[src/msza_pkg.sv]
package msza_pkg;

   // Configuration port
   localparam int AddrW    = 5;
   localparam int DataW    = 32;
   localparam int RegIdxW  = AddrW - 2;

   localparam logic [RegIdxW-1:0] RegInSamples   = 3'd0;
   localparam logic [RegIdxW-1:0] RegZoom        = 3'd1;
   localparam logic [RegIdxW-1:0] RegMode        = 3'd2;
   localparam logic [RegIdxW-1:0] RegBandCount   = 3'd3;
   localparam logic [RegIdxW-1:0] RegMaskEnabled = 3'd4;

   // Register field widths
   localparam int SampCfgW = 13;
   localparam int ModeW    = 2;
   localparam int BandW    = 3;

   localparam logic [ModeW-1:0] ModeSum = 2'd0;
   localparam logic [ModeW-1:0] ModeMin = 2'd1;
   localparam logic [ModeW-1:0] ModeMax = 2'd2;

   localparam logic CmdAccum = 1'b0;
   localparam logic CmdClear = 1'b1;

   // Item fields
   localparam int SampleW   = 32;
   localparam int AccW      = 48;
   localparam int CountW    = 16;
   localparam int BinOutW   = 12;
   localparam int OutLanes  = 4;
   localparam int OutLaneW  = 2;

   localparam logic [CountW-1:0] CountMax = 16'hFFFF;
   localparam logic [AccW-1:0]   AccMax   = 48'h7FFF_FFFF_FFFF;
   localparam logic [AccW-1:0]   AccMin   = 48'h8000_0000_0000;

   typedef struct packed {
      logic [SampCfgW-1:0] in_samples;
      logic [SampCfgW-1:0] zoom;
      logic [ModeW-1:0]    mode;
      logic [BandW-1:0]    band_count;
      logic                mask_enabled;
   } cfg_type;

   typedef struct packed {
      logic last;
      logic fresh;
   } seq_type;

   typedef struct packed {
      logic                              mask_ok;
      logic                              last;
      logic                              fresh;
      logic [OutLanes-1:0][SampleW-1:0]  values;
   } item_type;

endpackage

[src/msza_update.sv]
module msza_update #(
   parameter int LANES = 4
) (
   input  msza_pkg::cfg_type                                 cfg,
   input  msza_pkg::item_type                                item,
   input  logic [msza_pkg::CountW-1:0]                       old_count,
   input  logic [LANES-1:0][msza_pkg::AccW-1:0]              old_acc,
   output logic [msza_pkg::CountW-1:0]                       new_count,
   output logic [LANES-1:0][msza_pkg::AccW-1:0]              new_acc,
   output logic [msza_pkg::OutLanes-1:0][msza_pkg::AccW-1:0] out_acc
);
   import msza_pkg::*;

   localparam int NbMax = (LANES < OutLanes) ? LANES : OutLanes;

   logic [BandW-1:0] nb;
   logic             pix_ok;
   logic             was_empty;

   function automatic logic [AccW-1:0] sext_sample(input logic [SampleW-1:0] s);
      return {{(AccW - SampleW){s[SampleW-1]}}, s};
   endfunction

   function automatic logic [AccW-1:0] lane_next(
      input logic [AccW-1:0]  old_v,
      input logic [AccW-1:0]  smp,
      input logic [ModeW-1:0] mode,
      input logic             empty
   );
      logic [AccW:0]   sum;
      logic [AccW-1:0] res;
      sum = {old_v[AccW-1], old_v} + {smp[AccW-1], smp};
      res = old_v;
      if (empty) begin
         res = smp;
      end else begin
         case (mode)
            ModeSum: begin
               if (sum[AccW] != sum[AccW-1]) begin
                  res = sum[AccW] ? AccMin : AccMax;
               end else begin
                  res = sum[AccW-1:0];
               end
            end
            ModeMin: if ($signed(smp) < $signed(old_v)) res = smp;
            ModeMax: if ($signed(smp) > $signed(old_v)) res = smp;
            default: res = old_v;
         endcase
      end
      return res;
   endfunction

   assign nb        = (cfg.band_count > BandW'(NbMax)) ? BandW'(NbMax) : cfg.band_count;
   assign pix_ok    = !cfg.mask_enabled || item.mask_ok;
   assign was_empty = old_count == '0;

   always_comb begin
      if (!pix_ok) begin
         new_count = old_count;
      end else if (was_empty) begin
         new_count = CountW'(1);
      end else if (old_count == CountMax) begin
         new_count = old_count;
      end else begin
         new_count = old_count + CountW'(1);
      end
   end

   always_comb begin
      for (int b = 0; b < LANES; b++) begin
         if (pix_ok && (b < int'(nb))) begin
            new_acc[b] = lane_next(old_acc[b], sext_sample(item.values[b[OutLaneW-1:0]]),
                                   cfg.mode, was_empty);
         end else begin
            new_acc[b] = old_acc[b];
         end
      end
   end

   // Bands outside the ones in use, and empty bins, report zero.
   always_comb begin
      for (int b = 0; b < OutLanes; b++) begin
         if ((new_count != '0) && (b < int'(nb))) begin
            out_acc[b] = new_acc[b % LANES];
         end else begin
            out_acc[b] = '0;
         end
      end
   end

endmodule

[config.mk]
export PLATFORM = sky130hd
export DESIGN_NAME = msza_update
export DESIGN_NICKNAME = d
export VERILOG_FILES = /design/src/msza_pkg.sv /design/src/msza_update.sv
export SDC_FILE = /design/constraint.sdc
export NUM_CORES = 2
export LEC_CHECK = 0
export BUFFER_PORTS_ARGS = -buffer_cell sky130_fd_sc_hd__buf_2
export CAP_MARGIN = 25
export CORE_AREA = 3 3 299 301
export DETAILED_ROUTE_END_ITERATION = 16
export DIE_AREA = 0 0 302 304
export PLACE_DENSITY_LB_ADDON = 0.1
export RECOVER_POWER = 25
export SETUP_SLACK_MARGIN = 0.1
export SLEW_MARGIN = 5
export SYNTH_ARGS = -nofsm -noshare
export SYNTH_HDL_FRONTEND = slang
export SYNTH_SLANG_ARGS = --single-unit
[constraint.sdc]
create_clock -name vclk -period 8.9
set_clock_uncertainty 0.1 [all_clocks]
set_input_delay 1.335 -clock vclk [all_inputs]
set_output_delay 1.335 -clock vclk [all_outputs]
set_load 0.02 [all_outputs]
After elaboration in Yosys (flattened, before gate mapping). Cells that the tools add are included. W data, S select, Z words.

Flip-flop bits (word level): 0. Input port bits: 371. Word-level logic and storage cells: 74.

Add/subtract/negate cells: 5. $lt $le $gt $ge: 13. Equal/unequal tests: 7. Multiplexer cells: 36. Reductions and logical operators: 13.

Operators with widths (number): $mux W48 (28); $pmux W48 S3 (4); $add A48 B32 Y49 (4); $gt A32 B48 Y1 (4); $lt A32 B48 Y1 (4); $mux W16 (3); $add A16 B1 Y16 const B (1); $eq A16 B16 Y1 const B (1); $logic_not A16 Y1 (1); $reduce_bool A16 Y1 (1); $logic_and A1 B1 Y1 (8); $lt A1 B3 Y1 const A (2); $lt A2 B3 Y1 const A (2); $ne A1 B1 Y1 (4); $gt A3 B3 Y1 const B (1); $mux W3 (1); $eq A2 B1 Y1 const B (1); $eq A2 B2 Y1 const B (1); $logic_not A2 Y1 (1); $logic_not A1 Y1 (1); $logic_or A1 B1 Y1 (1).

Depth between registers and ports, before layout.
Word-level depth: 7. Depth in mapped cells: 17.

Least setup slack after synthesis. Ideal clock, no wire load.

Kind: input to output. Start: input port old_acc[135] in the netlist's numbering. End: output port out_acc[141] in the netlist's numbering. Arrival: 4.843 ns. Required time: 7.465 ns. Path slack: 2.622 ns. Cell stages on the path: 13. Cells stage by stage: inv_1 ha_1 or3_4 or2_4 or4_1 or2_0 a211oi_2 o31ai_2 nand3_2 nand2_1 or3_1 o22ai_1 and2_1.

RTL lines: from (decl) (line msza_update.sv:7) `input logic [LANES-1:0][msza_pkg::AccW-1:0] old_acc,`; to (decl) (line msza_update.sv:10) `output logic [msza_pkg::OutLanes-1:0][msza_pkg::AccW-1:0] out_acc`.

==> reports/metrics.cfg <==
[run_status]
status = complete, but fails checks
violations = max-capacitance violations, max-slew violations

[clock_network]
post_cts_buffers = 0
post_cts_resized = 0
ctsHoldBuffers = 0

[setup_path]
path_max_fanout = 41
cp.required_ns = 7.47
crit_type = in2out
worst_ep_arrival_time_ns = 7.01
end_kind = output port
cp-start-kind = primary input

[finish]
fin_area_sq_um = 31900
nFlopsAndLatches = 0
fin_nets = 5627
n_fill_cell = 9764
area_growth_syn_to_layout_pct = 17.6
drive_gt1_frac = 0.173
multiInputGateArea_sq_um = 24700
final-seq-area_sq_um = 0
clock_buffers = 0
instances_no_fill = 6039

[power]
power_frac_seq = 0
vdd.ir_drop.worst_mv = 0.0542
clkPwrFrac = 0
power.internal_w = 0.00101
power_leakage_nw = 14.3
power.density_nw_per_um2 = 97.0
swShare = 0.674
netSwitchingPower_w = 0.00208
comb_power_share = 1.000

[grt]
grt_pass1_vias = 34500
track_usage = 0.310
grt_max_degree = 48
grt_pass1_wl_mm = 222
antenna_found_initial = 29
overflow = 0

[sta]
min_period_over_period = 0.949
finalWorstSetupSlack_ns = 0.452
max_freq_ghz = 0.118
finalHoldViolCount = 0
setup-tns-final_ns = 0
slew_viol_final = 23
rsz0062_at_grt = no
slew_headroom = -0.0565
fin_crit_ns = 8.45
tightest_slew_ns = 1.57
hold_ws_ns = 2.96
finalSetupViolCount = 0

[yosys]
synth_top_area_frac = 0.178
synth_nets = 5047
yosys_warnings = 0
synth_top_cell_by_area = ha_1
synth_cell_types = 107
synth_area_per_cell_sq_um = 6.32
synth_seq_area_share = 0
syn_inst = 4286
netlist_top_cells_area = ha_1 18%, a21oi_1 9.4%, nor2_1 5.5%, inv_1 5.3%, xnor2_1 5.0%
synth_area_sq_um = 27100

[floorplan]
pin_count = 771
start_util = 0.312
die_w_microns = 302
core_sq_um = 86900
num_rows = 108
die-area_sq_um = 91800
die-height_microns = 304

[placement]
gp_congestion = 1.00
dp_hpwl_mm = 125
postPlaceCellArea_sq_um = 32000
dp.cells = 6019
dpl_worst_slack_ns = 0.964
numPortBuffers = 743

[worst_hold_path]
hold_path.class = in2out

[routing]
wl_per_cell_microns = 25.2
viasPerCell = 6.02
drc = 0
vias = 36300
wl_mm = 152
dr.pass1.iters = 6
postRouteAntennaNets = 0
drtIter0Drc = 3272

[job]
maxCapViolations = 2

## synthesized netlist by cell type, types with 25 or more instances
| master | count |
|---|---|
| a21oi_1 | 508 |
| nor2_1 | 397 |
| ha_1 | 386 |
| inv_1 | 385 |
| o21ai_0 | 271 |
| nand2_1 | 242 |
| clkbuf_1 | 193 |
| nor3_1 | 170 |
| xnor2_1 | 156 |
| o22ai_1 | 154 |
| and2_1 | 94 |
| nand3_1 | 91 |
| o31ai_1 | 90 |
| a211oi_1 | 74 |
| o211ai_1 | 71 |
| nor4_1 | 70 |
| nand4_1 | 60 |
| nor2b_1 | 57 |
| a21o_1 | 47 |
| a31oi_1 | 46 |
| nand2b_1 | 45 |
| o21bai_1 | 43 |
| buf_2 | 37 |
| or3_1 | 35 |
| a2bb2oi_1 | 29 |
| or2_2 | 26 |
| and3_1 | 25 |
## power by group through the flow
| stage | Sequential, W | Clock [W] | Combinational [W] |
|---|---|---|---|
| final | 0 | 0.000000000226 | 0.00309 |
| after global routing | 0 | 0.000000000196 | 0.00331 |
| after CTS | 0 | 0 | 0.00306 |
| after detailed placement | 0 | 0 | 0.00305 |
| after global placement | 0 | 0 | 0.00305 |
| after floorplan | 0 | 0 | 0.00195 |
## per-layer routing
metal / up-vias / global-route usage / wire length (microns)
met5: - / 0 / 74
met4: 12 / 0.112 / 6550
met3: 287 / 0.0322 / 10500
met2: 1636 / 0.525 / 70600
met1: 17300 / 0.405 / 64400
li1: 17200 / - / -
## cell type report
cell class	count	share of cell area
inverters	387	0.0456
diodes	20	0.00157
repair buffers	820	0.132
multi-input cells	3657	0.775
well taps	1155	0.0454
## cell usage in the layout (no fill, tap or decap), types with 47 or more instances in the layout
| master | n |
|---|---|
| o211ai_1 | 71 |
| buf_4 | 67 |
| a21oi_1 | 509 |
| nor2_1 | 384 |
| a21o_1 | 47 |
| nor3_1 | 170 |
| and2_1 | 92 |
| buf_2 | 670 |
| nor2b_1 | 57 |
| o31ai_1 | 90 |
| xnor2_1 | 155 |
| o22ai_1 | 154 |
| ha_1 | 386 |
| nand3_1 | 91 |
| clkbuf_1 | 79 |
| a211oi_1 | 74 |
| nand4_1 | 60 |
| nor4_1 | 70 |
| o21ai_0 | 270 |
| inv_1 | 384 |
| nand2_1 | 241 |
## worst max-delay path: stages
cell and delay [ns]:
buf_2 0.67, buf_4 0.32, ha_1 0.33, a21oi_1 0.17, o21ai_0 0.18, a211oi_1 0.51, a21oi_1 0.13, nor4b_1 1.12
nor2_1 0.35, a21oi_1 0.28, clkbuf_1 0.53, o22a_1 0.22, nor2_1 0.04, nor3_1 0.43, and2_1 0.19, buf_2 0.16
## through the flow
step / total power (W) / utilization
2_1_floorplan: 0.00195 / -
3_3_place_gp: 0.00305 / 0.367
3_5_place_dp: 0.00305 / 0.368
4_1_cts: 0.00306 / 0.368
5_1_grt: 0.00331 / 0.366
6_report: 0.00309 / 0.367
## worst paths after layout
check          from      endpoint  slack (ns)  cells after the start
max        item[31]   out_acc[30]        0.45                     16
min    old_acc[136]  new_acc[136]        2.96                      4
## kinds of logic after synthesis
| kind of cell | count (synthesis) | share of synthesized area |
|---|---|---|
| compound gates | 1671 | 0.403 |
| buf+inv | 629 | 0.0899 |
| mux | 29 | 0.0110 |
| simple gates | 1384 | 0.255 |
| fa+ha+maj | 396 | 0.183 |
| xor+xnor | 177 | 0.0572 |
Power figures use the tool's default switching activity.
