--- config.mk ---
export PLATFORM = sky130hd
export DESIGN_NAME = msza_seq
export DESIGN_NICKNAME = d
export VERILOG_FILES = /design/src/msza_pkg.sv /design/src/msza_seq.sv
export SDC_FILE = /design/constraint.sdc
export NUM_CORES = 1
export LEC_CHECK = 0
export BUFFER_PORTS_ARGS = -buffer_cell sky130_fd_sc_hd__buf_2
export CAP_MARGIN = 20
export CORE_MARGIN = 2
export CORE_UTILIZATION = 40
export DETAILED_ROUTE_END_ITERATION = 12
export PLACE_DENSITY = 0.68
export SLEW_MARGIN = 20
export SYNTH_ARGS = -nofsm -noshare
export SYNTH_HDL_FRONTEND = slang
export SYNTH_SLANG_ARGS = --single-unit
--- constraint.sdc ---
create_clock -name clock -period 7.9 [get_ports clock]
set_input_delay 0.395 -clock clock [delete_from_list [all_inputs] [get_ports clock]]
set_output_delay 0.395 -clock clock [all_outputs]
set_load 0.01 [all_outputs]
--- src/msza_pkg.sv ---
package msza_pkg;

   // Configuration port
   localparam int AddrW    = 5;
   localparam int DataW    = 32;
   localparam int RegIdxW  = AddrW - 2;

   localparam logic [RegIdxW-1:0] RegInSamples   = 3'd0;
   localparam logic [RegIdxW-1:0] RegZoom        = 3'd1;
   localparam logic [RegIdxW-1:0] RegMode        = 3'd2;
   localparam logic [RegIdxW-1:0] RegBandCount   = 3'd3;
   localparam logic [RegIdxW-1:0] RegMaskEnabled = 3'd4;

   // Register field widths
   localparam int SampCfgW = 13;
   localparam int ModeW    = 2;
   localparam int BandW    = 3;

   localparam logic [ModeW-1:0] ModeSum = 2'd0;
   localparam logic [ModeW-1:0] ModeMin = 2'd1;
   localparam logic [ModeW-1:0] ModeMax = 2'd2;

   localparam logic CmdAccum = 1'b0;
   localparam logic CmdClear = 1'b1;

   // Item fields
   localparam int SampleW   = 32;
   localparam int AccW      = 48;
   localparam int CountW    = 16;
   localparam int BinOutW   = 12;
   localparam int OutLanes  = 4;
   localparam int OutLaneW  = 2;

   localparam logic [CountW-1:0] CountMax = 16'hFFFF;
   localparam logic [AccW-1:0]   AccMax   = 48'h7FFF_FFFF_FFFF;
   localparam logic [AccW-1:0]   AccMin   = 48'h8000_0000_0000;

   typedef struct packed {
      logic [SampCfgW-1:0] in_samples;
      logic [SampCfgW-1:0] zoom;
      logic [ModeW-1:0]    mode;
      logic [BandW-1:0]    band_count;
      logic                mask_enabled;
   } cfg_type;

   typedef struct packed {
      logic last;
      logic fresh;
   } seq_type;

   typedef struct packed {
      logic                              mask_ok;
      logic                              last;
      logic                              fresh;
      logic [OutLanes-1:0][SampleW-1:0]  values;
   } item_type;

endpackage

--- src/msza_seq.sv ---
module msza_seq #(
   parameter int MAX_SAMPLES = 4096
) (
   input  logic                   clock,
   input  logic                   reset,
   input  logic                   take,
   input  logic                   clear,
   input  msza_pkg::cfg_type      cfg,
   output logic [((MAX_SAMPLES > 1) ? $clog2(MAX_SAMPLES) : 1)-1:0] bin,
   output msza_pkg::seq_type      info
);
   import msza_pkg::*;

   localparam int PosW  = (MAX_SAMPLES > 1) ? $clog2(MAX_SAMPLES) : 1;
   localparam int SeenW = PosW + 1;
   localparam int CmpW  = (SeenW > SampCfgW) ? SeenW : SampCfgW;

   logic [PosW-1:0]  pos_ff, pos_in, bin_ff, bin_in, fill_ff, fill_in;
   logic [SeenW-1:0] seen_ff, seen_in;
   logic [PosW-1:0]  pos_cur, bin_cur, fill_cur;
   logic [CmpW-1:0]  n_lim, z_lim, pos_next, fill_next;
   logic             wrap;

   always_comb begin
      if (cfg.in_samples == '0) begin
         n_lim = CmpW'(1);
      end else if (CmpW'(cfg.in_samples) > CmpW'(MAX_SAMPLES)) begin
         n_lim = CmpW'(MAX_SAMPLES);
      end else begin
         n_lim = CmpW'(cfg.in_samples);
      end
      z_lim = (cfg.zoom == '0) ? CmpW'(1) : CmpW'(cfg.zoom);

      // A shorter line length written while idle restarts the line.
      wrap      = CmpW'(pos_ff) >= n_lim;
      pos_cur   = wrap ? '0 : pos_ff;
      bin_cur   = wrap ? '0 : bin_ff;
      fill_cur  = wrap ? '0 : fill_ff;
      pos_next  = CmpW'(pos_cur) + CmpW'(1);
      fill_next = CmpW'(fill_cur) + CmpW'(1);

      info.last  = pos_next >= n_lim;
      // Bins are visited in order from zero, so every bin at or above the
      // visited count is empty since the last clear.
      info.fresh = SeenW'(bin_cur) >= seen_ff;
      bin        = bin_cur;

      pos_in  = pos_ff;
      bin_in  = bin_ff;
      fill_in = fill_ff;
      seen_in = seen_ff;
      if (clear) begin
         pos_in  = '0;
         bin_in  = '0;
         fill_in = '0;
         seen_in = '0;
      end else if (take) begin
         if (info.fresh) begin
            seen_in = SeenW'(bin_cur) + SeenW'(1);
         end
         if (info.last) begin
            pos_in  = '0;
            bin_in  = '0;
            fill_in = '0;
         end else begin
            pos_in = pos_next[PosW-1:0];
            if (fill_next >= z_lim) begin
               fill_in = '0;
               bin_in  = bin_cur + PosW'(1);
            end else begin
               fill_in = fill_next[PosW-1:0];
               bin_in  = bin_cur;
            end
         end
      end
   end

   always_ff @(posedge clock) begin
      if (reset) begin
         pos_ff  <= '0;
         bin_ff  <= '0;
         fill_ff <= '0;
         seen_ff <= '0;
      end else begin
         pos_ff  <= pos_in;
         bin_ff  <= bin_in;
         fill_ff <= fill_in;
         seen_ff <= seen_in;
      end
   end

endmodule

# After elaboration in Yosys (flattened, before gate mapping)
# Index checks and enable logic that the tools add are counted.
[classes]
bitwise_logic = 0
order_cmp = 5
reduce_logical = 4
n_mul = 0
n_mux = 11
shifts = 0
n_eq_ne = 0
add_sub_neg = 4
n_div = 0
[op_table]
columns = ["op", "n"]
rows = [
  ["$mux 12", 8],
  ["$add 12x1->13 const B", 3],
  ["$mux 13", 3],
  ["$ge 12x13->1", 2],
  ["$ge 13x13->1", 2],
  ["$logic_not 13->1", 2],
  ["$gt 13x13->1 const B", 1],
  ["$add 12x1->12 const B", 1],
  ["$reduce_and 2->1", 1],
  ["$reduce_or 2->1", 1],
]
[totals]
n_memories = 0
ff_bits = 49
inputBits = 36
out_inout_bits = 14
rom_bits = 0
latch_bits = 0
ramBits = 0
wordCells = 28

# Longest topological paths before layout
[logic_depth]
depth_word = 9
depth_mapped = 25
mapped_depth_nobuf = 22

# Worst setup path after synthesis
# Ideal clock, no wire load.
[synth_path]
path_type = "input to register"
start = "in cfg[31] (netlist bit)"
end = "reg fill_ff[2]"
path_buffers = 4
t_required_ns = 7.838
setup_ns = 0.062
cell_stages = 23
arrival_time_ns = 4.763
setup_slack_ns = 3.075
cell_sequence = "inv_1 clkbuf_1 nand2_1 ha_1 a211oi_1 nor2_1 nor2_1 a311o_1 buf_2 buf_2 and2_1 ha_1 nand3_1 or3_1 a21oi_1 ha_1 a211oi_1 a21oi_1 or3_1 buf_6 nor2_8 or4b_1 nand3_1"
[synth_between]
elab_chain_len = 9
word_cells_on_any_way = 13
[synth_rtl]
columns = ["item", "line_no", "rtl"]
rows = [
  ["from (decl)", "msza_seq.sv:8", "input msza_pkg::cfg_type cfg,"],
  ["$gt 13x13->1", "msza_seq.sv:27", "end else if (CmpW'(cfg.in_samples) > CmpW'(MAX_SAMPLES)) begin"],
  ["$mux 13", "msza_seq.sv:27", ""],
  ["$mux 13 (*)", "msza_seq.sv:25", "if (cfg.in_samples == '0) begin"],
  ["$ge 12x13->1", "msza_seq.sv:35", "wrap = CmpW'(pos_ff) >= n_lim;"],
  ["$mux 12", "msza_seq.sv:38", "fill_cur = wrap ? '0 : fill_ff;"],
  ["$add 12x1->13", "msza_seq.sv:40", "fill_next = CmpW'(fill_cur) + CmpW'(1);"],
  ["$ge 13x13->1", "msza_seq.sv:67", "if (fill_next >= z_lim) begin"],
  ["$mux 12", "msza_seq.sv:67", ""],
  ["$mux 12 (*)", "msza_seq.sv:61", "if (info.last) begin"],
  ["to (signal assigned)", "msza_seq.sv:87", "fill_ff <= fill_in;"],
  ["to (decl)", "msza_seq.sv:18", "logic [PosW-1:0] pos_ff, pos_in, bin_ff, bin_in, fill_ff, fill_in;"],
]
# Every way passes the cells marked *; elsewhere a longest branch is shown, timed or not.
# A chain may end at the register's enable or synchronous reset.

# Final worst setup path
# Same ends and word-level chain as after synthesis.

==> results_dict.tcl <==
set metrics [dict create \
    synthArstFlopShare_pct 0 \
    status "finished, final reports clean" \
    syn_area_per_cell_sq_um 7.73 \
    synth_top_family_by_area "simple AND/OR/NAND/NOR gates" \
    yosys.area.top_type "dfxtp_1" \
    place_ws_ns 2.20 \
    timing.fmax_mhz 187 \
    critPathKind "in -> reg" \
    critPathArrivalTime_ns 5.60 \
    netlist_area_sq_mm 0.00393 \
    cts_tree "done" \
    dp_cells 669 \
    synth_cell_types 48 \
    cts_max_path_buffers 2 \
    gp_congestion 0.917 \
    drt_iter0_drc 112 \
    fillers 985 \
    grtUsageTotal_pct 17.8 \
    grt_pass1_wl_mm 15.4 \
    final_core_util_pct 45.3 \
    fin_crit_ns 5.36 \
    maxCapViolations 0 \
    synth_xor_area_share_pct 5.58 \
    synth_fa_ha_area_share_pct 16.9 \
    cts_max_level 2 \
    ir_drop_uv 100 \
    cp-start-kind "input port" \
    drt-total-wl_mm 9.01 \
    cts_resized 0 \
    grt_overflow_total 0 \
    end_kind "flop" \
    grt_pass1_vias 3409 \
    antenna_found_initial 0 \
    grt_max_degree 29 \
    cp.required_ns 8.14 \
    yosysSeqAreaShare_pct 25.0 \
    min_path_type "reg -> reg" \
    ios 50 \
    wire_per_inst_um 13.3 \
    drtAntennaViolNets 0 \
    die_w_um 103 \
    finalSetupViolCount 0 \
    synthesis.nets 597 \
    hold_buffers 0 \
    vias 3664 \
    finalHoldViolCount 0 \
    power_leakage_nw 1.96 \
    initial_core_util_pct 40.7 \
    max_slew_margin_pct 54.7 \
    drv_slew 0 \
    rsz0062_at_grt "false" \
    netlist_instances 508 \
    portBuffers 43 \
    core-area_sq_mm 0.00964 \
    drive_gt1_share_pct 11.6 \
    final_nets 632 \
    final_cell_mix "ha_1 (53), nand2_1 (50), dfxtp_1 (49)" \
    dp_hpwl_mm 7.06 \
    rr_worst_depth 18 \
    final_common_cell "ha_1" \
    viasPerCell 5.41 \
    powerDensity_mw_per_mm2 114 \
    ys_seq_elements 49 \
    clk_transition_reported_paths_ns 0.10 \
    clkLatencyLatePin_ns 0.31 \
    period_share_pct 67.8 \
    die_y_um 103 \
    numCtsBuffers 5 \
    cts.sinks 49 \
    std_cell_rows 36 \
    hold_depth 2 \
    ys_warn_count 0 \
    clock_skew_ns 0.0138 \
    die_area_sq_mm 0.0106 \
    yosys-top-cells-area "dfxtp_1 (25%), ha_1 (17%), nand3_1 (5.1%), a21oi_1 (5.0%), nand2_1 (4.8%)" \
    muxShareOfSynthArea_pct 0.510 \
    synth_compound_area_share_pct 17.4 \
    worst_slack_ns 2.54 \
    yosys.area_share.simple_pct 29.7 \
    synth-edff-count 0 \
    path_max_fanout 28 \
    post_cts_buffers 0 \
    first_pass_iters 4 \
    synth_top_area_share_pct 25.0 \
    worst_pin_slew_ns 0.679 \
    fin_cells 677 \
    antenna_cells 0 \
    setup_tns_ns 0 \
    synthFlopType "dfxtp_1" \
    synthToLayoutAreaGrowth_pct 11.2 \
    cts-root-buf "clkbuf_8" \
    remaining_drc_errors 0 \
]
==> power breakdown <==
part | total, mW | internal, mW | switching, mW | leakage (nW)
sequential | 0.249 | 0.248 | 0.000999 | 0.395
clock | 0.191 | 0.103 | 0.0879 | 0.0574
combinational | 0.0576 | 0.0214 | 0.0363 | 1.50
==> cells by family after synthesis <==
| family | count (synthesis) |
|---|---|
| adder cells (fa/ha/maj) | 53 |
| AND/OR/NAND/NOR | 230 |
| XOR/XNOR | 25 |
| buffers and inverters | 47 |
| AO/OA/AOI/OAI | 102 |
| multiplexers | 2 |
| flip-flops | 49 |
==> worst paths after layout <==
| check | end | startpoint | slack (ns) |
|---|---|---|---|
| worst max register to register | fill_ff[2]$_SDFFE_PP0P_ | pos_ff[6]$_SDFFE_PP0P_ | 2.82 |
| worst min-delay path | seen_ff[6]$_SDFFE_PP0P_ | seen_ff[6]$_SDFFE_PP0P_ | 0.47 |
| worst min register to register | seen_ff[6]$_SDFFE_PP0P_ | seen_ff[6]$_SDFFE_PP0P_ | 0.47 |
| worst max-delay path | fill_ff[2]$_SDFFE_PP0P_ | cfg[31] | 2.54 |
==> synth_stat cells (all sizes together), types with 10 or more instances <==
| master | n |
|---|---|
| nor2b | 15 |
| nor3 | 10 |
| dfxtp | 49 |
| nand2 | 50 |
| nor2 | 47 |
| nand4 | 12 |
| a21oi | 39 |
| xor2 | 19 |
| nand3 | 40 |
| a22o | 10 |
| inv | 30 |
| o21ai | 12 |
| ha | 53 |
| and2 | 19 |
==> state kept, by name, indices dropped and copies added, names as in the netlist <==
register,count
seen_ff,13
pos_ff,12
bin_ff,12
fill_ff,12
==> critical path, cell delays in order <==
cell,delay [ns]
buf_2,0.13
inv_1,0.25
nand2_1,0.16
ha_1,0.33
a21oi_1,0.16
nand2_1,0.10
a31oi_1,0.27
a311o_1,0.17
buf_4,0.27
and2_1,0.23
ha_1,0.30
nand3_1,0.20
or3_1,0.38
a21oi_1,0.24
ha_1,0.31
a211oi_1,0.23
a21oi_1,0.10
or3_1,0.57
nor2_8,0.27
or4b_1,0.45
nand3_1,0.09
==> metal layers <==
layer | track usage [%] | up-vias | wire length [um]
met3 | 2.64 | 7 | 244
met2 | 31.6 | 52 | 4410
met4 | 3.95 | 0 | 87
met5 | 0 | - | 0
li1 | - | 1889 | -
met1 | 22.9 | 1716 | 4270
==> area by class of cell <==
class	instances	area, sq um	area share [%]
sequential	49	981	22.5
multi-input combinational	412	2750	63.1
inverter	30	113	2.58
clock buffer	6	82.6	1.89
timing repair buffer	45	230	5.28
tap	133	166	3.81
clock inverter	2	37.5	0.860
==> stage by stage <==
step	total power [mW]	hold slack [ns]	cell area, sq um
final	0.497	0.467	4360
after global routing	0.518	0.501	4360
after CTS	0.501	0.471	4360
after detailed placement	0.312	0.456	4240
after global placement	0.310	0.455	4240
after floorplan	0.292	0.444	3930
Note: power is estimated with default switching activity, not from simulation.
