[src/msza_pkg.sv]
package msza_pkg;

   // Configuration port
   localparam int AddrW    = 5;
   localparam int DataW    = 32;
   localparam int RegIdxW  = AddrW - 2;

   localparam logic [RegIdxW-1:0] RegInSamples   = 3'd0;
   localparam logic [RegIdxW-1:0] RegZoom        = 3'd1;
   localparam logic [RegIdxW-1:0] RegMode        = 3'd2;
   localparam logic [RegIdxW-1:0] RegBandCount   = 3'd3;
   localparam logic [RegIdxW-1:0] RegMaskEnabled = 3'd4;

   // Register field widths
   localparam int SampCfgW = 13;
   localparam int ModeW    = 2;
   localparam int BandW    = 3;

   localparam logic [ModeW-1:0] ModeSum = 2'd0;
   localparam logic [ModeW-1:0] ModeMin = 2'd1;
   localparam logic [ModeW-1:0] ModeMax = 2'd2;

   localparam logic CmdAccum = 1'b0;
   localparam logic CmdClear = 1'b1;

   // Item fields
   localparam int SampleW   = 32;
   localparam int AccW      = 48;
   localparam int CountW    = 16;
   localparam int BinOutW   = 12;
   localparam int OutLanes  = 4;
   localparam int OutLaneW  = 2;

   localparam logic [CountW-1:0] CountMax = 16'hFFFF;
   localparam logic [AccW-1:0]   AccMax   = 48'h7FFF_FFFF_FFFF;
   localparam logic [AccW-1:0]   AccMin   = 48'h8000_0000_0000;

   typedef struct packed {
      logic [SampCfgW-1:0] in_samples;
      logic [SampCfgW-1:0] zoom;
      logic [ModeW-1:0]    mode;
      logic [BandW-1:0]    band_count;
      logic                mask_enabled;
   } cfg_type;

   typedef struct packed {
      logic last;
      logic fresh;
   } seq_type;

   typedef struct packed {
      logic                              mask_ok;
      logic                              last;
      logic                              fresh;
      logic [OutLanes-1:0][SampleW-1:0]  values;
   } item_type;

endpackage

[src/msza_csr.sv]
module msza_csr (
   input  logic                       clock,
   input  logic                       reset,
   input  logic                       psel,
   input  logic                       penable,
   input  logic                       pwrite,
   input  logic [msza_pkg::AddrW-1:0] paddr,
   input  logic [msza_pkg::DataW-1:0] pwdata,
   output logic [msza_pkg::DataW-1:0] prdata,
   output logic                       pready,
   output msza_pkg::cfg_type          cfg
);
   import msza_pkg::*;

   cfg_type              cfg_ff;
   cfg_type              cfg_in;
   logic [RegIdxW-1:0]   reg_idx;
   logic                 wr_en;

   assign reg_idx = paddr[AddrW-1:2];
   assign wr_en   = psel && penable && pwrite;
   assign pready  = 1'b1;
   assign cfg     = cfg_ff;

   always_comb begin
      cfg_in = cfg_ff;
      if (wr_en) begin
         unique case (reg_idx)
            RegInSamples:   cfg_in.in_samples   = pwdata[SampCfgW-1:0];
            RegZoom:        cfg_in.zoom         = pwdata[SampCfgW-1:0];
            RegMode:        cfg_in.mode         = pwdata[ModeW-1:0];
            RegBandCount:   cfg_in.band_count   = pwdata[BandW-1:0];
            RegMaskEnabled: cfg_in.mask_enabled = pwdata[0];
            default: ;
         endcase
      end
   end

   always_comb begin
      unique case (reg_idx)
         RegInSamples:   prdata = DataW'(cfg_ff.in_samples);
         RegZoom:        prdata = DataW'(cfg_ff.zoom);
         RegMode:        prdata = DataW'(cfg_ff.mode);
         RegBandCount:   prdata = DataW'(cfg_ff.band_count);
         RegMaskEnabled: prdata = DataW'(cfg_ff.mask_enabled);
         default:        prdata = '0;
      endcase
   end

   always_ff @(posedge clock) begin
      if (reset) begin
         cfg_ff.in_samples   <= SampCfgW'(4096);
         cfg_ff.zoom         <= SampCfgW'(2);
         cfg_ff.mode         <= ModeSum;
         cfg_ff.band_count   <= BandW'(1);
         cfg_ff.mask_enabled <= 1'b0;
      end else begin
         cfg_ff <= cfg_in;
      end
   end

endmodule

[config.mk]
export PLATFORM = sky130hd
export DESIGN_NAME = msza_csr
export DESIGN_NICKNAME = d
export VERILOG_FILES = /design/src/msza_pkg.sv /design/src/msza_csr.sv
export SDC_FILE = /design/constraint.sdc
export NUM_CORES = 1
export LEC_CHECK = 0
export BUFFER_PORTS_ARGS = -buffer_cell sky130_fd_sc_hd__buf_2
export CORE_MARGIN = 8
export CORE_UTILIZATION = 30
export DETAILED_ROUTE_END_ITERATION = 8
export SLEW_MARGIN = 30
export SYNTH_ARGS = -nofsm -noshare
export SYNTH_HDL_FRONTEND = slang
export SYNTH_SLANG_ARGS = --single-unit
[constraint.sdc]
create_clock -name clock -period 1 [get_ports clock]
set_input_delay 0.05 -clock clock [delete_from_list [all_inputs] [get_ports clock]]
set_output_delay 0.05 -clock clock [all_outputs]
set_load 0.01 [all_outputs]
Word-level counts from Yosys, hierarchy flattened. Cells that the tools add are included.

Muxes and demuxes: 1. Equality and inequality tests: 4. Reductions and logical operators: 8.

Operators by type and width (count): $pmux W13 S5 (1); $reduce_and A2 Y1 (5); $eq A3 B2 Y1 const B (2); $eq A3 B1 Y1 const B (1); $eq A3 B3 Y1 const B (1); $logic_not A3 Y1 (1); $logic_and A1 B1 Y1 (2).

Output and inout bits: 65. Register bits after elaboration: 32. Bits of input ports: 42.

Logic depth before layout (Yosys ltp). Gate-level depths: netlist of the first run.

Depth after elaboration: 3. Mapped depth: 5. Mapped depth without buffers: 3.

Least setup slack after synthesis of the first run. Ideal clock, no wire load.

Kind: register to output. Start point: reg cfg_ff (netlist bit cfg[2]). End point: out prdata[1] in the netlist's numbering. Path slack: -0.048 ns. Cell stages (with the launch flop): 3. Arrival: 0.998 ns. Cells stage by stage: dfxtp_1 > mux4_2 > and2b_2.

Word-level cells in the longest chain between the ends: 1.

RTL lines: start, declared (line msza_csr.sv:15) `cfg_type cfg_ff;`; start signal, assigned (line msza_csr.sv:58) `cfg_ff <= cfg_in;`; $pmux W13 S5 (line msza_csr.sv:40) `unique case (reg_idx)`; end, declared (line msza_csr.sv:9) `output logic [msza_pkg::DataW-1:0] prdata,`.

No other way between the ends.

Worst setup path after layout of the first run. Same ends and word-level chain as after synthesis.

==> results of run 1 <==
critical path: stages (launching register included):
cell	delay (ns)
dfxtp_2	0.32
mux4_2	0.46
and2b_2	0.21
buf_6	0.11
area by class of cell:
cell class	instances	share of cell area
clock buffers	6	0.0331
clock inverters	2	0.00402
multi-input cells	141	0.402
flip-flops and latches	32	0.270
well taps	75	0.0377
repair buffers	98	0.253
Yosys cell counts, types with 2 or more instances:
master    instances
o21a_1            2
nor2_1           16
nand3b_1          2
mux2i_1          42
nand2_1           2
nand2b_1         42
conb_1            2
dfxtp_1          32
buf_4            20
buf_2             5
clkbuf_1          6
stage by stage:
step / setup WS (ns) / setup TNS, ns / util
4_1_cts: -0.445 / -0.833 / 0.414
6_report: -0.430 / -0.831 / 0.426
5_1_grt: -0.480 / -1.35 / 0.426
3_5_place_dp: -0.185 / -2.91 / 0.384
2_1_floorplan: -0.0345 / -0.151 / -
3_3_place_gp: -0.140 / -2.19 / 0.384
cell usage in the layout, fill, tap and decap left out, types with 2 or more instances in the layout:
master	Yosys	routed
buf_2	5	62
mux2i_1	42	42
nand2b_1	42	42
buf_4	20	27
dfxtp_2	0	26
conb_1	2	20
nor2_1	16	16
dfxtp_1	32	6
clkbuf_8	0	6
buf_6	1	6
nand2_1	2	2
nand3b_1	2	2
o21a_1	2	2
clkinv_2	0	2
buf_12	1	2
logic make-up after synthesis:
group / share of synthesized area
compound gates: 0.0252
buf+inv: 0.128
mux: 0.254
other cells: 0.00419
simple gates: 0.231
flops: 0.358
routing by layer:
metal | GRT usage | wire [um]
met3 | 0.0497 | 459
met4 | 0.0255 | 48
met1 | 0.126 | 2070
met2 | 0.179 | 2310
met5 | 0 | 10
power by group through the flow:
stage	Clock, W	Sequential [W]	Combinational [W]
finish	0.00103	0.00129	0.000331
global route	0.00113	0.00129	0.000361
CTS	0.00106	0.00129	0.000326
detailed placement	0	0.00132	0.000314
global placement	0	0.00132	0.000312
floorplan	0	0.00132	0.000234
final timing paths:
| check | from | endpoint | slack [ns] | cells after the start |
|---|---|---|---|---|
| worst max-delay path | cfg[2] | prdata[1] | -0.43 | 3 |
| worst min-delay path | pwdata[4] | cfg[23] | 0.04 | 3 |
| worst max register to register | cfg[31] | cfg[31] | 0.18 | 2 |
| worst min register to register | cfg[10] | cfg[10] | 0.47 | 2 |
what timing repair did:
action,CTS,global route
hold buffers,1,0
setup endpoints to repair,13,14
setup buffers,6,3
gates resized for setup,12,21
pin swaps,1,0
hold endpoints to repair,1,0
==> results by group, run 1 <==
Status
  • Status: finished with violations
  • Failing checks: setup timing

Power
  • Logic pwr share: 0.125
  • NetSw: 0.000660 W
  • Power Dens Cells: 1060 nW/um^2
  • Clk pwr share: 0.389
  • Cell Int Power: 0.00199 W
  • Sequential share of power: 0.487
  • Max VDD drop: 0.000622 V
  • Sw Share: 0.249
  • Leak pwr: 1.25 nW
  • Pwr Total: 0.00265 W

Floorplan
  • Ports: 107
  • Row Count: 28
  • Initial core utilization: 0.306
  • Die width: 93.3 um
  • DIE AREA: 8700 um^2
  • Core area: 5850 um^2
  • Height of the die: 93.3 um

Worst setup path
  • Crit path DAT: 1.38 ns
  • Crit path kind: reg -> out
  • Setup crit start kind: flop
  • Setup crit end kind: output port
  • WP data required: 0.95 ns
  • CP Max Fanout: 2

STA
  • Final hold vios: 0
  • Fin crit period: 1.43 ns
  • Final setup viols: 3
  • RSZ-0062 raised after global routing: yes
  • Fin Hold WS: 0.0444 ns
  • Tcrit/Tclk final: 1.43
  • Slew Limit Fails: 0
  • Clk_skew: 0 ns
  • Max Fclk: 0.699 GHz
  • Worst setup margin: -0.430 ns

CTS
  • CTS root buffer: clkbuf_8
  • Total CTS buffers: 5
  • CTS tree: yes
  • Longest Clk Path Bufs: 2
  • H-tree Lvls: 2
  • CTS sink cnt: 32
  • Clock Latency Late Sink: 0.28 ns
  • CTS clk-pin slew, worst paths: 0.07 ns

Detailed routing
  • Initial DRC count: 32
  • Wirelength per Cell: 13.8 um
  • Vias after detailed routing: 1522
  • # DRC: 0
  • Post-route antenna net violation count: 0
  • Vias per inst: 4.30
  • DRT Pass-1 Iters: 4
  • Final wirelength: 4890 um

Global route
  • Largest net degree at the start of global routing: 25
  • Grt total ovfl: 0
  • First-pass GRT wire length: 7670 um
  • GRT Resource Usage Total: 0.109
  • Vias in the first global route: 1559
  • Initial antenna violation count: 1

Job
  • Maximum capacitance violations: 0

Synthesis
  • Synth Instances: 188
  • Largest cells by area after synthesis: dfxtp_1 (36%), mux2i_1 (23%), nand2b_1 (15%)
  • Synth Cell Area: 1790 um^2
  • Synthesis Warnings: 0
  • Top-area cell type share of the netlist area: 0.358
  • Synthesized area per cell: 9.52 um^2
  • Synth async-reset ratio: 0
  • Post-synthesis sequential area ratio: 0.358
  • EDFF count, synth: 0
  • Flops & latches, synth: 32
  • Synth unique cells: 28
  • Post-synth top flop: dfxtp_1
  • Yosys top cell by area: dfxtp_1

Layout
  • Diodes inserted: 0
  • Nets: 320
  • Non-filler cells, final: 354
  • Area growth syn-to-layout: 39.2%
  • Combined area of the multi-input logic cells: 1000 um^2
  • Max reg flops: 32
  • Post-route cell area: 2490 um^2
  • Fillers: 600
  • Share of layout cells above drive strength 1: 0.502
  • Seq. cell area: 673 um^2

Placed design
  • Placed insts: 336
  • Number of I/O port buffers: 65
  • Gpl congestion: 0.721
  • Placed Instance Area: 2250 um^2
  • Detailed Place HPWL: 3760 um

Hold path
  • Hold WC Path Type: in -> reg
Power figures use the tool's default switching activity.
==> inputs of run 2 (changes only) <==
CORE_ASPECT_RATIO = 0.9   (was default)
PLACE_DENSITY = 0.7   (was default)
clock period = 1.53 ns   (was 1 ns; I/O delays follow)
==> results by group, run 2 (synthesis gave the netlist of run 1 again) <==
Worst setup path
  • Setup crit start kind: flop
  • Crit path to: prdata[1]
  • FF-to-FF End: cfg[31]
  • Origin of the worst setup path: cfg[20]
  • Worst r2r src: cfg[31]
  • Reg2reg path depth: 2 (unchanged)
  • WP data required: 1.45 ns (+0.50 ns)
  • Crit path DAT: 1.39 ns (about the same)
  • Crit path kind: reg -> out
  • CP Max Fanout: 3 (+1)
  • Flop2flop setup slack: 0.69 ns (+0.51 ns)
  • Setup crit end kind: output port

Detailed routing
  • # DRC: 0 (unchanged)
  • Final wirelength: 4630 um (-5.3%)
  • Wirelength per Cell: 14.4 um (+4.1%)
  • Initial DRC count: 71 (+120%)
  • DRT Pass-1 Iters: 4 (unchanged)
  • Post-route antenna net violation count: 0 (unchanged)
  • Vias after detailed routing: 1397 (-8.2%)
  • Vias per inst: 4.34 (+0.91%)

Floorplan
  • DIE AREA: 8700 um^2 (about the same)
  • Initial core utilization: 0.313 (+0.00669)
  • Core area: 5730 um^2 (-2.1%)
  • Height of the die: 89.3 um (-4.3%)
  • Row Count: 26 (-7.1%)
  • Ports: 107 (unchanged)
  • Die width: 97.4 um (+4.5%)

STA
  • Fin crit period: 1.47 ns
  • Max Fclk: 0.682 GHz
  • Final TNS setup: 0 ns (+0.831 ns)
  • Slew HR: 0.585
  • Slew Limit Fails: 0 (unchanged)
  • Clk_skew: 0 ns (unchanged)
  • Fin Hold WS: 0.0166 ns (-0.0278 ns)
  • Tcrit/Tclk final: 0.959
  • Final hold vios: 0 (unchanged)
  • RSZ-0062 raised after global routing: no
  • Worst-margin pin slew: 0.623 ns
  • Final setup viols: 0 (-3)

CTS
  • CTS sink cnt: 32 (unchanged)
  • Total CTS buffers: 5 (unchanged)
  • Hold_buf cts: 0 (-1)
  • # resized after CTS: 0 (-12)
  • CTS tree: yes
  • CTS root buffer: clkbuf_8
  • Longest Clk Path Bufs: 2 (unchanged)
  • Clock Latency Late Sink: 0.28 ns (about the same)
  • H-tree Lvls: 2 (unchanged)
  • Post-CTS setup buffer count: 0 (-6)
  • CTS clk-pin slew, worst paths: 0.07 ns (about the same)

Layout
  • Fillers: 601 (+0.17%)
  • Commonest non-fill, non-tap cell in the layout: buf_2
  • Max reg flops: 32 (unchanged)
  • Nets: 293 (-8.4%)
  • Area growth syn-to-layout: 21.7%
  • Most frequent cells in the layout: buf_2 (65), mux2i_1 (42), nand2b_1 (42)
  • Share of layout cells above drive strength 1: 0.341 (-0.161)
  • Final core occ: 0.381 (-0.0453)
  • Seq. cell area: 641 um^2 (-4.8%)
  • Diodes inserted: 0 (unchanged)
  • Combined area of the multi-input logic cells: 988 um^2 (-1.4%)

Global route
  • Vias in the first global route: 1535 (-1.5%)
  • Largest net degree at the start of global routing: 48 (+92%)
  • First-pass GRT wire length: 7500 um (-2.2%)
  • Initial antenna violation count: 1 (unchanged)
  • GRT Resource Usage Total: 0.107 (-0.00214)
  • Grt total ovfl: 0 (unchanged)

Job
  • Maximum capacitance violations: 0 (unchanged)

Status
  • Status: finished, final reports clean

Placed design
  • Detailed Place HPWL: 3550 um (-5.7%)
  • Number of I/O port buffers: 65 (unchanged)
  • Gpl congestion: 0.697 (-3.4%)

Power
  • Leak pwr: 1.09 nW (-13%)
  • Pwr Total: 0.00169 W (-36%)
  • Max VDD drop: 0.000429 V (-31%)
  • Power Dens Cells: 775 nW/um^2 (-27%)

Hold path
  • Hold WC Path Type: in -> reg
[run 2: critical path, stage by stage (launching register included)]
cell and delay, ns:
dfxtp_1 0.33, mux4_2 0.45, and2b_2 0.20, buf_2 0.13
[run 2: worst min-delay path by stage]
stage,startpoint,cells past startpoint,endpoint
6_report,pwdata[12],2,cfg[31]
5_1_grt,pwdata[12],2,cfg[31]
4_1_cts,pwdata[12],2,cfg[31]
3_5_place_dp,pwdata[12],2,cfg[31]
3_3_place_gp,pwdata[12],2,cfg[31]
2_1_floorplan,pwdata[12],1,cfg[31]
[run 2: cell type report]
class,count,area share
Clock buffer,6,0.0379
Clock inverter,2,0.00459
Multi-Input combinational cell,141,0.454
Sequential cell,32,0.294
Tap cell,70,0.0402
Timing Repair Buffer,71,0.170
[run 2: through the flow]
stage                     instances  area (um^2)  setup slack, ns
final                           322         2180           0.0633
after global routing            322         2180          0.00962
after detailed placement        314         2090            0.250
after CTS                       322         2180           0.0457
after floorplan                 206         1860            0.456
after global placement          314         2090            0.268
[run 2: power by group]
| part | switching (W) | total, W | internal (W) | leakage, nW |
|---|---|---|---|---|
| registers | 0.00000472 | 0.000844 | 0.000839 | 0.258 |
| clock network | 0.000308 | 0.000667 | 0.000359 | 0.0510 |
| logic | 0.000103 | 0.000178 | 0.0000748 | 0.777 |
[run 2: metal layers]
layer | global-route usage | vias up | share of wire
met5 | 0 | - | 0.0026
met3 | 0.0495 | 10 | 0.080
met2 | 0.178 | 53 | 0.46
met1 | 0.117 | 628 | 0.43
li1 | - | 704 | -
met4 | 0.0426 | 2 | 0.021
